File: src/sv/ndd_pkg.sv
// shared constants, types and helpers of the divided-difference interpolator
package ndd_pkg;

  localparam int MaxNodes = 8;
  localparam int IdxW     = $clog2(MaxNodes);
  localparam int CntW     = $clog2(MaxNodes + 1);
  localparam int XW       = 16;
  localparam int SW       = 32;
  localparam int FracW    = 12;
  localparam int DenW     = XW + 1;
  localparam int NumW     = SW + 1 + FracW;
  localparam int DivCw    = $clog2(NumW + 1);
  localparam int MulW     = 32;
  localparam int MulCw    = $clog2(MulW + 1);

  localparam logic OP_LOAD = 1'b0;
  localparam logic OP_EVAL = 1'b1;

  localparam logic [1:0] ST_OK  = 2'd0;
  localparam logic [1:0] ST_REP = 2'd1;
  localparam logic [1:0] ST_SAT = 2'd2;

  typedef enum logic [3:0] {
    S_IDLE, S_CHK_RD, S_CHK_CMP, S_CP_RD, S_CP_WR, S_DD_RD, S_DD_GO, S_DD_WAIT,
    S_F_RD, S_F_GO, S_F_WAIT, S_T_RD, S_T_GO, S_T_WAIT, S_FIN
  } state_e;

  typedef struct packed {
    logic [SW-1:0] v;
    logic          s;
  } sat_t;

  // signed value given as magnitude and sign, clamped to 32 bits
  function automatic sat_t clamp_mag(input logic [63:0] mag, input logic neg);
    sat_t r;
    r.s = 1'b0;
    if (neg) begin
      if (mag > 64'h0000_0000_8000_0000) begin
        r.v = 32'h8000_0000;
        r.s = 1'b1;
      end else begin
        r.v = ~mag[31:0] + 32'd1;
      end
    end else begin
      if (mag > 64'h0000_0000_7fff_ffff) begin
        r.v = 32'h7fff_ffff;
        r.s = 1'b1;
      end else begin
        r.v = mag[31:0];
      end
    end
    return r;
  endfunction

  function automatic sat_t clamp_s64(input logic signed [63:0] v);
    sat_t r;
    r.s = 1'b0;
    if (v > 64'sh0000_0000_7fff_ffff) begin
      r.v = 32'h7fff_ffff;
      r.s = 1'b1;
    end else if (v < -64'sh0000_0000_8000_0000) begin
      r.v = 32'h8000_0000;
      r.s = 1'b1;
    end else begin
      r.v = v[31:0];
    end
    return r;
  endfunction

endpackage

File: src/sv/ndd_div.sv
// bit-serial restoring divider, one quotient bit per cycle, unsigned
module ndd_div import ndd_pkg::*; (
  input  logic            clk_i,
  input  logic            rst_ni,
  input  logic            start_i,
  input  logic [NumW-1:0] dividend_i,
  input  logic [DenW-1:0] divisor_i,
  output logic            done_o,
  output logic [NumW-1:0] quot_o
);

  logic             busy_q, done_q;
  logic [DivCw-1:0] cnt_q;
  logic [NumW-1:0]  dvd_q;
  logic [DenW-1:0]  rem_q, den_q;
  logic [DenW:0]    rem_sh;
  logic             ge;

  assign rem_sh = {rem_q, dvd_q[NumW-1]};
  assign ge     = rem_sh >= {1'b0, den_q};

  always_ff @(posedge clk_i or negedge rst_ni) begin
    if (!rst_ni) begin
      busy_q <= 1'b0;
      done_q <= 1'b0;
      cnt_q  <= '0;
    end else begin
      done_q <= 1'b0;
      if (start_i && !busy_q) begin
        busy_q <= 1'b1;
        cnt_q  <= DivCw'(NumW);
      end else if (busy_q) begin
        cnt_q <= cnt_q - 1'b1;
        if (cnt_q == DivCw'(1)) begin
          busy_q <= 1'b0;
          done_q <= 1'b1;
        end
      end
    end
  end

  always_ff @(posedge clk_i) begin
    if (start_i && !busy_q) begin
      dvd_q <= dividend_i;
      den_q <= divisor_i;
      rem_q <= '0;
    end else if (busy_q) begin
      rem_q <= ge ? DenW'(rem_sh - {1'b0, den_q}) : rem_sh[DenW-1:0];
      dvd_q <= {dvd_q[NumW-2:0], ge};
    end
  end

  assign done_o = done_q;
  assign quot_o = dvd_q;

endmodule

File: src/sv/ndd_mul.sv
// bit-serial shift-add multiplier, one multiplier bit per cycle, unsigned
module ndd_mul import ndd_pkg::*; (
  input  logic              clk_i,
  input  logic              rst_ni,
  input  logic              start_i,
  input  logic [MulW-1:0]   a_i,
  input  logic [MulW-1:0]   b_i,
  output logic              done_o,
  output logic [2*MulW-1:0] prod_o
);

  logic             busy_q, done_q;
  logic [MulCw-1:0] cnt_q;
  logic [MulW-1:0]  a_q;
  logic [2*MulW-1:0] p_q;
  logic [MulW:0]    sum;

  assign sum = {1'b0, p_q[2*MulW-1:MulW]} + (p_q[0] ? {1'b0, a_q} : '0);

  always_ff @(posedge clk_i or negedge rst_ni) begin
    if (!rst_ni) begin
      busy_q <= 1'b0;
      done_q <= 1'b0;
      cnt_q  <= '0;
    end else begin
      done_q <= 1'b0;
      if (start_i && !busy_q) begin
        busy_q <= 1'b1;
        cnt_q  <= MulCw'(MulW);
      end else if (busy_q) begin
        cnt_q <= cnt_q - 1'b1;
        if (cnt_q == MulCw'(1)) begin
          busy_q <= 1'b0;
          done_q <= 1'b1;
        end
      end
    end
  end

  always_ff @(posedge clk_i) begin
    if (start_i && !busy_q) begin
      a_q <= a_i;
      p_q <= {{MulW{1'b0}}, b_i};
    end else if (busy_q) begin
      p_q <= {sum, p_q[MulW-1:1]};
    end
  end

  assign done_o = done_q;
  assign prod_o = p_q;

endmodule

File: src/sv/newton_divided_difference_interp.sv
// top level: node store, divided-difference sequencer and evaluation
//
// channel   dir  width  contents
// s_axis    in   56+1   tdata: node_index, x_value, sample_value; tuser: operation
// m_axis    out  40     tdata: value, status
// cfg       in   4      num_nodes, written when cfg_we_i is high
//
// a load request is written in the idle state and leaves the core idle; an evaluate
// request checks the node pairs for repeats, then runs n(n-1)/2 divided differences
// on the bit-serial divider (45 quotient bits) and 2(n-1) products on the bit-serial
// multiplier (32 bits) for n nodes
// reset clears the sequencer and the result valid flag and sets num_nodes to 4;
// node memories hold garbage until loaded
// a finished result waits in the output register; a new request is taken
// while it waits, and the next result waits until the old one is taken
module newton_divided_difference_interp import ndd_pkg::*; (
  input  logic        clk_i,
  input  logic        rst_ni,
  input  logic        cfg_we_i,
  input  logic [3:0]  cfg_wdata_i,
  input  logic        s_axis_tvalid,
  output logic        s_axis_tready,
  input  logic [55:0] s_axis_tdata,   // node_index, x_value, sample_value, zero pad
  input  logic        s_axis_tuser,   // operation
  output logic        m_axis_tvalid,
  input  logic        m_axis_tready,
  output logic [39:0] m_axis_tdata    // value, status, zero pad
);

  // request fields
  logic [IdxW-1:0] in_idx;
  logic [XW-1:0]   in_x;
  logic [SW-1:0]   in_s;
  assign in_idx = s_axis_tdata[IdxW-1:0];
  assign in_x   = s_axis_tdata[IdxW+XW-1:IdxW];
  assign in_s   = s_axis_tdata[IdxW+XW+SW-1:IdxW+XW];

  state_e state_q, state_d;
  logic   in_acc;
  assign in_acc = s_axis_tvalid && s_axis_tready;

  // configuration
  logic [3:0]      num_nodes_q;
  logic [CntW-1:0] n_eff, n_q;
  always_comb begin
    if (num_nodes_q == 4'd0) begin
      n_eff = CntW'(1);
    end else if ({1'b0, num_nodes_q} > 5'(MaxNodes)) begin
      n_eff = CntW'(MaxNodes);
    end else begin
      n_eff = CntW'(num_nodes_q);
    end
  end

  // node store and working column
  logic [XW-1:0] xmem [MaxNodes];
  logic [SW-1:0] smem [MaxNodes];
  logic [SW-1:0] dmem [MaxNodes];
  logic [IdxW-1:0] ra, rb, rx;
  logic [XW-1:0] xa_q, xb_q;
  logic [SW-1:0] sa_q, da_q, db_q;
  logic          dwe;
  sat_t          dd_res;

  // sequencer registers; ci/cj are pair counters in the check and i/j later
  logic [CntW-1:0]  ci_q, cj_q;
  logic [XW-1:0]    q_q;
  logic [SW-1:0]    f_q;
  logic [63:0]      acc_q;
  logic             sat_q, rep_q, neg_q;
  logic             out_valid_q;
  logic [SW-1:0]    value_q;
  logic [1:0]       status_q;

  // serial units
  logic            div_start, div_done;
  logic [NumW-1:0] div_dvd, div_quot;
  logic [DenW-1:0] div_den;
  logic            mul_start, mul_done;
  logic [MulW-1:0] mul_a, mul_b;
  logic [2*MulW-1:0] mul_prod;

  // operand preparation
  logic [SW:0]     ddiff, dmag;
  logic [DenW-1:0] xdiff, xmag;
  logic [DenW-1:0] qdiff, qmag;
  logic [SW-1:0]   fmag, cmag;
  logic            dd_neg, f_neg, t_neg;
  logic [63:0]     pmag, term;
  sat_t            f_res, acc_res;
  logic            fin_go;

  assign ddiff = {da_q[SW-1], da_q} - {db_q[SW-1], db_q};
  assign dmag  = ddiff[SW] ? (~ddiff + 1'b1) : ddiff;
  assign xdiff = {xa_q[XW-1], xa_q} - {xb_q[XW-1], xb_q};
  assign xmag  = xdiff[DenW-1] ? (~xdiff + 1'b1) : xdiff;
  assign dd_neg = ddiff[SW] ^ xdiff[DenW-1];
  assign div_dvd = {dmag, {FracW{1'b0}}};
  assign div_den = xmag;

  assign qdiff = {q_q[XW-1], q_q} - {xa_q[XW-1], xa_q};
  assign qmag  = qdiff[DenW-1] ? (~qdiff + 1'b1) : qdiff;
  assign fmag  = f_q[SW-1] ? (~f_q + 1'b1) : f_q;
  assign cmag  = da_q[SW-1] ? (~da_q + 1'b1) : da_q;
  assign f_neg = f_q[SW-1] ^ qdiff[DenW-1];
  assign t_neg = f_q[SW-1] ^ da_q[SW-1];

  assign mul_a = fmag;
  assign mul_b = (state_q == S_F_GO) ? MulW'(qmag) : cmag;

  assign dd_res  = clamp_mag(64'(div_quot), neg_q);
  assign pmag    = {{FracW{1'b0}}, mul_prod[2*MulW-1:FracW]};
  assign f_res   = clamp_mag(pmag, neg_q);
  assign term    = neg_q ? (~pmag + 64'd1) : pmag;
  assign acc_res = clamp_s64(acc_q);
  assign fin_go  = !out_valid_q || m_axis_tready;

  ndd_div u_div (
    .clk_i, .rst_ni,
    .start_i   (div_start),
    .dividend_i(div_dvd),
    .divisor_i (div_den),
    .done_o    (div_done),
    .quot_o    (div_quot)
  );

  ndd_mul u_mul (
    .clk_i, .rst_ni,
    .start_i(mul_start),
    .a_i    (mul_a),
    .b_i    (mul_b),
    .done_o (mul_done),
    .prod_o (mul_prod)
  );

  // next state, read addresses and unit strobes
  always_comb begin
    state_d   = state_q;
    ra        = ci_q[IdxW-1:0];
    rb        = IdxW'(ci_q + 1'b1);
    rx        = IdxW'(ci_q + cj_q);
    div_start = 1'b0;
    mul_start = 1'b0;
    dwe       = 1'b0;
    s_axis_tready = (state_q == S_IDLE);
    case (state_q)
      S_IDLE: begin
        if (in_acc && s_axis_tuser == OP_EVAL) begin
          state_d = (n_eff == CntW'(1)) ? S_CP_RD : S_CHK_RD;
        end
      end
      S_CHK_RD: begin
        rx = cj_q[IdxW-1:0];
        state_d = S_CHK_CMP;
      end
      S_CHK_CMP: begin
        if (xa_q == xb_q) begin
          state_d = S_FIN;
        end else if (cj_q + 1'b1 < n_q || CntW'(ci_q + 2'd2) < n_q) begin
          state_d = S_CHK_RD;
        end else begin
          state_d = S_CP_RD;
        end
      end
      S_CP_RD: state_d = S_CP_WR;
      S_CP_WR: begin
        if (ci_q + 1'b1 < n_q) begin
          state_d = S_CP_RD;
        end else begin
          state_d = (n_q > CntW'(1)) ? S_DD_RD : S_FIN;
        end
      end
      S_DD_RD: state_d = S_DD_GO;
      S_DD_GO: begin
        div_start = 1'b1;
        state_d   = S_DD_WAIT;
      end
      S_DD_WAIT: begin
        if (div_done) begin
          dwe = 1'b1;
          state_d = (ci_q + 1'b1 < n_q - cj_q) ? S_DD_RD : S_F_RD;
        end
      end
      S_F_RD: begin
        ra = IdxW'(cj_q - 1'b1);
        state_d = S_F_GO;
      end
      S_F_GO: begin
        mul_start = 1'b1;
        state_d   = S_F_WAIT;
      end
      S_F_WAIT: if (mul_done) state_d = S_T_RD;
      S_T_RD: begin
        ra = '0;
        state_d = S_T_GO;
      end
      S_T_GO: begin
        mul_start = 1'b1;
        state_d   = S_T_WAIT;
      end
      S_T_WAIT: begin
        if (mul_done) begin
          state_d = (cj_q + 1'b1 < n_q) ? S_DD_RD : S_FIN;
        end
      end
      S_FIN: if (fin_go) state_d = S_IDLE;
      default: state_d = S_IDLE;
    endcase
  end

  always_ff @(posedge clk_i or negedge rst_ni) begin
    if (!rst_ni) begin
      state_q     <= S_IDLE;
      num_nodes_q <= 4'd4;
      out_valid_q <= 1'b0;
    end else begin
      state_q <= state_d;
      if (cfg_we_i) num_nodes_q <= cfg_wdata_i;
      if (state_q == S_FIN && fin_go) begin
        out_valid_q <= 1'b1;
      end else if (m_axis_tready) begin
        out_valid_q <= 1'b0;
      end
    end
  end

  // memories: one write per array per cycle, registered reads
  always_ff @(posedge clk_i) begin
    xa_q <= xmem[ra];
    xb_q <= xmem[rx];
    sa_q <= smem[ra];
    da_q <= dmem[ra];
    db_q <= dmem[rb];
    if (in_acc && s_axis_tuser == OP_LOAD) begin
      xmem[in_idx] <= in_x;
      smem[in_idx] <= in_s;
    end
    if (state_q == S_CP_WR) begin
      dmem[ci_q[IdxW-1:0]] <= sa_q;
    end else if (dwe) begin
      dmem[ci_q[IdxW-1:0]] <= dd_res.v;
    end
  end

  // datapath
  always_ff @(posedge clk_i) begin
    case (state_q)
      S_IDLE: begin
        n_q   <= n_eff;
        q_q   <= in_x;
        ci_q  <= '0;
        cj_q  <= CntW'(1);
        sat_q <= 1'b0;
        rep_q <= 1'b0;
        f_q   <= SW'(1 << FracW);
      end
      S_CHK_CMP: begin
        if (xa_q == xb_q) begin
          rep_q <= 1'b1;
        end else if (cj_q + 1'b1 < n_q) begin
          cj_q <= cj_q + 1'b1;
        end else if (CntW'(ci_q + 2'd2) < n_q) begin
          ci_q <= ci_q + 1'b1;
          cj_q <= CntW'(ci_q + 2'd2);
        end else begin
          ci_q <= '0;
        end
      end
      S_CP_WR: begin
        if (ci_q == '0) acc_q <= {{(64-SW){sa_q[SW-1]}}, sa_q};
        if (ci_q + 1'b1 < n_q) begin
          ci_q <= ci_q + 1'b1;
        end else begin
          ci_q <= '0;
          cj_q <= CntW'(1);
        end
      end
      S_DD_GO: neg_q <= dd_neg;
      S_DD_WAIT: begin
        if (div_done) begin
          sat_q <= sat_q | dd_res.s;
          ci_q  <= ci_q + 1'b1;
        end
      end
      S_F_GO: neg_q <= f_neg;
      S_F_WAIT: begin
        if (mul_done) begin
          f_q   <= f_res.v;
          sat_q <= sat_q | f_res.s;
        end
      end
      S_T_GO: neg_q <= t_neg;
      S_T_WAIT: begin
        if (mul_done) begin
          acc_q <= acc_q + term;
          ci_q  <= '0;
          cj_q  <= cj_q + 1'b1;
        end
      end
      S_FIN: begin
        if (fin_go) begin
          value_q  <= rep_q ? '0 : acc_res.v;
          status_q <= rep_q ? ST_REP : ((sat_q || acc_res.s) ? ST_SAT : ST_OK);
        end
      end
      default: ;
    endcase
  end

  assign m_axis_tvalid = out_valid_q;
  assign m_axis_tdata  = {6'd0, status_q, value_q};

  // checks
  a_status_code: assert property (@(posedge clk_i) disable iff (!rst_ni)
    m_axis_tvalid |-> m_axis_tdata[33:32] != 2'd3)
    else $error("illegal status code");
  a_rep_zero: assert property (@(posedge clk_i) disable iff (!rst_ni)
    (m_axis_tvalid && m_axis_tdata[33:32] == ST_REP) |-> m_axis_tdata[31:0] == 32'd0)
    else $error("repeated node result not zero");
  a_load_quick: assert property (@(posedge clk_i) disable iff (!rst_ni)
    (in_acc && s_axis_tuser == OP_LOAD) |=> state_q == S_IDLE)
    else $error("load left the idle state");
  a_n_range: assert property (@(posedge clk_i) disable iff (!rst_ni)
    (state_q != S_IDLE) |-> (n_q != '0 && n_q <= CntW'(MaxNodes)))
    else $error("node count out of range");

endmodule

File: config.mk
export PLATFORM = sky130hd
export DESIGN_NAME = newton_divided_difference_interp
export DESIGN_NICKNAME = d
export VERILOG_FILES = /design/src/sv/ndd_pkg.sv /design/src/sv/ndd_div.sv /design/src/sv/ndd_mul.sv /design/src/sv/newton_divided_difference_interp.sv
export SDC_FILE = /design/constraint.sdc
export NUM_CORES = 2
export LEC_CHECK = 0
export BUFFER_PORTS_ARGS = -buffer_cell sky130_fd_sc_hd__buf_4
export CAP_MARGIN = 10
export CELL_PAD_IN_SITES_DETAIL_PLACEMENT = 1
export CELL_PAD_IN_SITES_GLOBAL_PLACEMENT = 1
export CORE_MARGIN = 1
export CORE_UTILIZATION = 48
export DETAILED_ROUTE_END_ITERATION = 8
export GPL_TIMING_DRIVEN = 0
export PLACE_DENSITY = 0.89
export RECOVER_POWER = 100
export SYNTH_ARGS = -nofsm -noshare
export SYNTH_HDL_FRONTEND = slang
export SYNTH_HIERARCHICAL = 1
export SYNTH_SLANG_ARGS = --single-unit
File: constraint.sdc
create_clock -name clk_i -period 5.4 [get_ports clk_i]
set_input_delay 0.81 -clock clk_i [delete_from_list [all_inputs] [get_ports clk_i]]
set_output_delay 0.81 -clock clk_i [all_outputs]
set_load 0.03 [all_outputs]
# Yosys cells after proc, flatten, opt, wreduce, memory -nomap -nowiden
# Memory sizes are Yosys's and may differ from the RTL's. A register that Yosys moved wholly into a read port is not among the register bits.
# Index checks and enable logic that the tools add are counted.
totals:
  reg_bits: 361
  mem_bits_rw: 640
  in_bits: 66
  out_inout_bits: 42
  word_cells: 245
  mem_count: 3
memory_table:
  columns: ["name", "depth", "width", "read_ports", "rd_clocked_by_memory_dff", "write_ports", "line", "rtl"]
  rows:
  - ["dmem", 8, 32, 2, 2, 1, "newton_divided_difference_interp.sv:58", "logic [SW-1:0] dmem [MaxNodes];"]
  - ["smem", 8, 32, 1, 1, 1, "newton_divided_difference_interp.sv:57", "logic [SW-1:0] smem [MaxNodes];"]
  - ["xmem", 8, 16, 2, 2, 1, "newton_divided_difference_interp.sv:56", "logic [XW-1:0] xmem [MaxNodes];"]
op_classes:
  addsub: 22
  magnitude_cmp: 13
  eq_ne: 29
  mux: 98
  bitwise: 15
  reduce_logical: 35
op_table:
  columns: ["op", "n"]
  rows:
  - ["two-way mux 32 bit", 13]
  - ["two-way mux 64 bit", 3]
  - ["adder 32 x 1 -> 32 bit, second input constant", 4]
  - ["inverter 32 bit", 4]
  - ["case mux 64 bit (2 select lines)", 1]
  - ["two-way mux 33 bit", 3]
  - ["two-way mux 4 bit", 23]
  - ["two-way mux 45 bit", 2]
  - ["adder 64 x 1 -> 64 bit, second input constant", 1]
  - ["adder 64 bit", 1]
  - ["greater-than comparator 64 x 32 -> 1 bit, second input constant", 1]
  - ["less-than comparator 64 x 32 -> 1 bit, second input constant", 1]
  - ["inverter 52 -> 64 bit", 1]
  - ["case mux 32 bit (2 select lines)", 1]
  - ["case mux 4 bit (15 select lines)", 1]
  - ["greater-than comparator 52 x 31 -> 1 bit, second input constant", 1]
  - ["greater-than comparator 52 x 32 -> 1 bit, second input constant", 1]
  - ["greater-than comparator 45 x 31 -> 1 bit, second input constant", 1]
  - ["greater-than comparator 45 x 32 -> 1 bit, second input constant", 1]
  - ["adder 17 x 1 -> 17 bit, second input constant", 2]
  - ["two-way mux 17 bit", 2]
  - ["inverter 17 bit", 2]
  - ["subtractor 16 x 16 -> 17 bit", 2]
  - ["adder 32 x 32 -> 33 bit", 1]
  - ["49 further kinds", 139]

# Depth between registers and ports, before layout
depth:
  depth_word: 7
  depth_mapped: 23
  ltp_nobuf: 21

# Hierarchy
# Netlist, hierarchy kept.
modules_own_cells:
  columns: ["module", "instances", "cells_per_inst", "area_each_um2", "seq_area_each_um2"]
  rows:
  - ["newton_divided_difference_interp", 1, 4005, 50513.4, 26842.0]
  - ["ndd_mul", 1, 562, 5819.3, 2762.6]
  - ["ndd_div", 1, 350, 4329.2, 2402.3]

# Least setup slack after synthesis
# No wires, ideal clock.
synth_timing:
  path_kind: "register to register"
  startpoint: "register u_mul.p_q[26], in the netlist u_mul/prod_o[26]"
  endpoint: "register acc_q[63] (data pin)"
  setup_ns: 0.263
  t_arrival_ns: 5.046
  required_time_ns: 5.137
  path_slack_ns: 0.090
  stages_incl_launch_ff: 21
  path_buffers: 2
  synth_period_minus_slack_ns: 5.310
  cell_sequence: "edfxtp_1 or3_1 nor4_1 nand3_1 or3_1 or3_1 clkbuf_1 nand2b_1 nor3_1 nor2_1 ha_1 clkbuf_1 a21o_1 a21o_1 a21o_1 a21o_1 a211o_1 or3_1 a311o_1 nand2_1 a21oi_1"
synth_via:
  elab_chain_len: 6
synth_rtl:
  columns: ["element", "line", "rtl"]
  rows:
  - ["from (decl)", "ndd_mul.sv:15", "logic [2*MulW-1:0] p_q;"]
  - ["from (signal assigned)", "ndd_mul.sv:43", "p_q <= {{MulW{1'b0}}, b_i};"]
  - ["from (signal assigned)", "ndd_mul.sv:45", "p_q <= {sum, p_q[MulW-1:1]};"]
  - ["inverter 52 -> 64 bit", "newton_divided_difference_interp.sv:114", "assign term = neg_q ? (~pmag + 64'd1) : pmag;"]
  - ["adder 64 x 1 -> 64 bit", "newton_divided_difference_interp.sv:114", null]
  - ["two-way mux 64 bit (*)", "newton_divided_difference_interp.sv:114", null]
  - ["adder 64 bit (*)", "newton_divided_difference_interp.sv:295", "acc_q <= acc_q + term;"]
  - ["two-way mux 64 bit (*)", "newton_divided_difference_interp.sv:294", "if (mul_done) begin"]
  - ["case mux 64 bit (2 select lines) (*)", "newton_divided_difference_interp.sv:247", "case (state_q)"]
  - ["to (signal assigned)", "newton_divided_difference_interp.sv:270", "if (ci_q == '0) acc_q <= {{(64-SW){sa_q[SW-1]}}, sa_q};"]
  - ["to (signal assigned)", "newton_divided_difference_interp.sv:295", null]
  - ["to (decl)", "newton_divided_difference_interp.sv:69", "logic [63:0] acc_q;"]
# Mark *: on every way between the ends. The rest lies on a longest branch, timed or not. The select of a mux whose other input is x is not followed.
# A chain may end at the register's enable or synchronous reset.

# Worst setup path in the final report
layout_timing:
  startpoint: "register state_q[1]"
  endpoint: "memory dmem[3][18] (enable)"
layout_via:
  elab_chain_len: 6
  word_cells_on_any_way: 9
  classes_between: "eq/ne: 2; mux: 6; bitwise: 1"
layout_rtl:
  columns: ["element", "line", "rtl"]
  rows:
  - ["from (decl)", "newton_divided_difference_interp.sv:38", "state_e state_q, state_d;"]
  - ["from (signal assigned)", "newton_divided_difference_interp.sv:217", "state_q <= state_d;"]
  - ["== test 4 x 3 -> 1 bit", "newton_divided_difference_interp.sv:146", "case (state_q)"]
  - ["two-way mux 1 bit", "newton_divided_difference_interp.sv:146", null]
  - ["two-way mux 1 bit", "newton_divided_difference_interp.sv:240", "end else if (dwe) begin"]
  - ["two-way mux 1 bit", "newton_divided_difference_interp.sv:238", "if (state_q == S_CP_WR) begin"]
  - ["two-way mux 1 bit (not written as such)", "newton_divided_difference_interp.sv:241", "dmem[ci_q[IdxW-1:0]] <= dd_res.v;"]
  - ["bitwise OR 1 bit (no source line) (*)", null, null]
  - ["to (decl)", "newton_divided_difference_interp.sv:58", null]
# Mark *: on every way between the ends. The rest lies on a longest branch, timed or not.

==> summary by stage <==
Die
From left edge to right edge, the die measures around 360 µm. The region available for standard cell placement spans about 130000 µm². After floorplanning, the core was divided into 130 placement rows. The number of top-level pins is ~110. The die outline area is 127800 µm². The starting density of the core is 48.31%. The vertical extent of the die is 357.5 µm.

Synthesis
The fraction of the mapped netlist area in simple logic gates is ~9.9%. The post-synthesis share of cell area spent on xor and xnor gates is roughly 4.6%. In the synthesized netlist the dominant register cell turns out to be edfxtp_1. The cell area that synthesis handed to floorplanning was 60660 µm². The total number of yosys warnings is 6. The synthesized-area fraction occupied by ao, oa, aoi and oai cells is between 10% and 20%.

Counting every instance in the synthesized netlist gives 4917. The mean instance size in the synthesized netlist is around 12 µm². The post-synthesis mux area share is between 10% and 20%.

The share of async-settable or async-resettable flops after synthesis is 2.214%. The post-synthesis adder-cell area fraction is ~4.9%. The register area share after synthesis is between 50% and 60%.

Yosys mapped a number of flops with a built-in enable equal to between 900 and 1000. After synthesis, the largest family of logic cells by area is multiplexers. The number of different library cells in the post-synthesis netlist is 102. The register bit count reported by yosys is ~1100.

Critical path
The largest fanout of any net on the critical path is 20. STA classifies the critical path startpoint as a flip-flop. At the worst endpoint, the arrival time is roughly 6000 ps. The data required time of the critical path is ~5800 ps.

The end of the worst register-to-register path is dmem[3][18]. On the critical path, the stage with the largest delay is an instance of dlymetal6s4s_1. By instance count, the cell type seen most on the critical path is clkbuf_1. STA classifies the critical path endpoint as a flip-flop.

The worst register-to-register path begins at state_q[1]. The highest cell delay on the worst timing path is ~1300 ps. Walking the worst path, the cells encountered are clkbuf_1, and3_1, nand2_1, clkbuf_1, a21oi_1, and2_0, dlymetal6s4s_1. The worst setup path is of the reg -> reg kind. Counting cells, the worst reg-to-reg path comes to 7. The register-to-register setup slack is -170 ps.

Routing
The highest routing layer actually used is met5. The average wire length per cell after detail routing is roughly 32 µm. Wires add up to between 200000 and 250000 µm. The routed wire length on met3 is 25320 µm.

The first detailed-routing pass took 8 iterations. After the first detailed-routing iteration, the DRC count stood at 6275. For this block, wires on met1 add up to between 70000 and 80000 µm.

The vias per cell is ~6.8. For this run, design rule violations remaining after detail routing come to 0. The routed length on met2 is around 100000 µm. The detailed router placed ~48000 vias in this run. The final antenna-violating net count is 0.

Placed design
The post-place instance area is 64220 µm². The minimum setup slack after placement is -1384 ps. Buffers placed on the I/O ports in this run total between 90 and 100.

The routability congestion estimate is ~0.97. The final HPWL from detailed placement is ~150000 µm.

Timing
Setup violations remaining at the end of the flow were counted as 23. The actual transition at the worst max-transition pin is 2840 ps. The final count of pins violating max slew is roughly 290. The final setup skew is just under 100 ps. The final critical path time including I/O delays and setup is around 5600 ps. The count of final hold-check violations is 0. Timing would allow up to about 180 MHz. The ratio of final minimum period to clock period is 103.2%. The relative slew slack is -89.35%. The worst path setup slack after routing is -173.4 ps. Hold timing on the final database bottoms out at a slack of about 250 ps.

Status
The checks that failed: max-capacitance violations, max-slew violations, negative setup slack. The flow ran to the end, but the final reports show violations.

CTS
The TritonCTS sink count is about 1100. Clock-pin slew was measured on the worst setup and hold paths at about 80 ps. The H-tree generated during clock tree synthesis spans 3 levels.

The maximum clock insertion buffer count is 3. For the worst-skew pair, the clock arrives at the later sink with an insertion delay of between 800 and 900 ps. The number of clock buffers added by TritonCTS is approximately 120. TritonCTS built the clock tree. The buffer type at the clock tree root is clkbuf_16.

Layout
Counting the fill cells in the layout gives ~13000. In the layout the commonest cells are 927 x edfxtp_1, 365 x nand2_1, 329 x a21oi_1. The layout overhead on the synthesized area is 12.77%. The final design area excluding fillers is ~68000 µm². Of the cells placed in the final design, the portion with a size suffix greater than 1 is between 10% and 20%. The net total in the final layout is around 5500. The library cell used most frequently in the layout, excluding fill and tap cells, is edfxtp_1.

Worst hold path
The path class of the lowest-slack min-delay path is in -> reg. The end of the worst hold path is num_nodes_q[3]. The startpoint of the worst hold path is cfg_wdata_i[3].

Along the worst hold path, the cell count comes to 2.

Global routing
The total overflow left after global routing is 0. The number of global-route vias before repair is approximately 49000. Entering global routing, the biggest net connects 45 pins. The first-pass GRT wire length is roughly 330000 µm. The number of antenna violations at the first check in global routing is 19. The overall fraction of global-route tracks in use is between 30% and 40%.

Job
The number of max-capacitance violations reported is 12.
==> registers in the layout, indices dropped and copies added (netlist names), 6 cells and up <==
signal	flops
u_mul/a_q	32
xa_q	16
u_mul/cnt_q	6
xb_q	16
u_div/quot_o	45
u_div/rem_q	17
u_div/den_q	17
u_div/cnt_q	6
value_q	32
db_q	32
q_q	16
sa_q	32
u_mul/prod_o	64
smem	256
xmem	128
f_q	32
da_q	32
acc_q	64
dmem	256
==> what timing repair did <==
item	in CTS	in global routing
hold buffers	1	0
hold endpoints to repair	9	0
setup endpoints to repair	50	130
pin swaps	6	22
buffers inserted	11	32
resized for setup	48	75
==> cell type report <==
class / count / area, µm² / area share (%)
clock buffer: 154 / 3167 / 4.629
inverter: 181 / 679.4 / 0.9931
clock inverter: 68 / 840.8 / 1.229
multi-input combinational: 3389 / 27600 / 40.34
buffer: 228 / 972.2 / 1.421
sequential: 1129 / 32010 / 46.79
antenna: 10 / 25.02 / 0.03658
tap: 1650 / 2064 / 3.018
timing repair buffer: 180 / 1055 / 1.542
==> metrics by stage <==
stage	instances	util, %	setup TNS [ps]
after detailed placement	6715	51.14	-18480
after global routing	6982	54.46	-479.0
after floorplan	4934	-	0
after global placement	6680	50.58	-675410
final	6989	54.48	-2482
after CTS	6944	54.59	-54.16
==> synth_stat cells, types with 19 or more instances <==
library cell | n | area (µm²)
o21a_1 | 38 | 285.3
edfxtp_1 | 927 | 27840
o21ai_0 | 273 | 1366
a31oi_1 | 39 | 244.0
nor2b_1 | 26 | 162.7
nand3_1 | 75 | 375.4
clkbuf_1 | 173 | 649.4
and2_1 | 62 | 387.9
a211oi_1 | 45 | 337.8
xnor2_1 | 224 | 1962
dfrtp_1 | 24 | 600.6
o41ai_1 | 19 | 166.4
inv_1 | 181 | 679.4
o31ai_1 | 57 | 427.9
nor4_1 | 39 | 244.0
o21bai_1 | 31 | 232.7
mux4_2 | 256 | 5766
or4_1 | 26 | 195.2
or3_1 | 45 | 281.5
a21oi_1 | 337 | 1687
buf_1 | 35 | 131.4
a21o_1 | 89 | 668.1
nand4_1 | 66 | 412.9
ha_1 | 224 | 2803
nor3_1 | 91 | 455.4
nand2_1 | 367 | 1378
mux2_2 | 209 | 2354
xor2_1 | 94 | 823.3
nand2b_1 | 46 | 287.8
dfxtp_1 | 177 | 3543
and3_1 | 19 | 118.9
nor2_1 | 312 | 1171
==> critical path: cells and delay by family, from the launching register on <==
family	cells	cell delay, ps
flip-flops	1	530
AO/OA/AOI/OAI	1	600
AND/OR/NAND/NOR	3	1800
buffers and inverters	3	2110
==> worst max-delay path by stage <==
| stage | from | to | depth (start not counted) |
|---|---|---|---|
| after floorplan | u_mul/prod_o[26] | acc_q[63] | 20 |
| after global placement | state_q[1] | xmem[0][8] | 6 |
| after detailed placement | neg_q | acc_q[54] | 15 |
| after CTS | u_mul/prod_o[28] | acc_q[58] | 18 |
| after global routing | u_mul/prod_o[12] | acc_q[61] | 22 |
| final | state_q[1] | dmem[3][18] | 7 |
==> layer usage <==
layer / up-vias / global-route usage (%)
li1: 19440 / -
met1: 23780 / 41.47
met2: 3375 / 55.57
met3: 1019 / 9.735
met4: 16 / 21.54
met5: - / 0
==> cell families (layout without fill, tap and decap cells) <==
group                    Yosys count  count (layout)
multiplexers                     479             479
adder cells (fa/ha/maj)          232             232
XOR/XNOR                         319             319
AO/OA/AOI/OAI                   1104            1104
other                              1              28
buffers and inverters            416             811
AND/OR/NAND/NOR                 1237            1237
flip-flops                      1129            1129
Power is not shown: default switching activity piles up to over one toggle a cycle in this logic, so the estimate is an artifact.
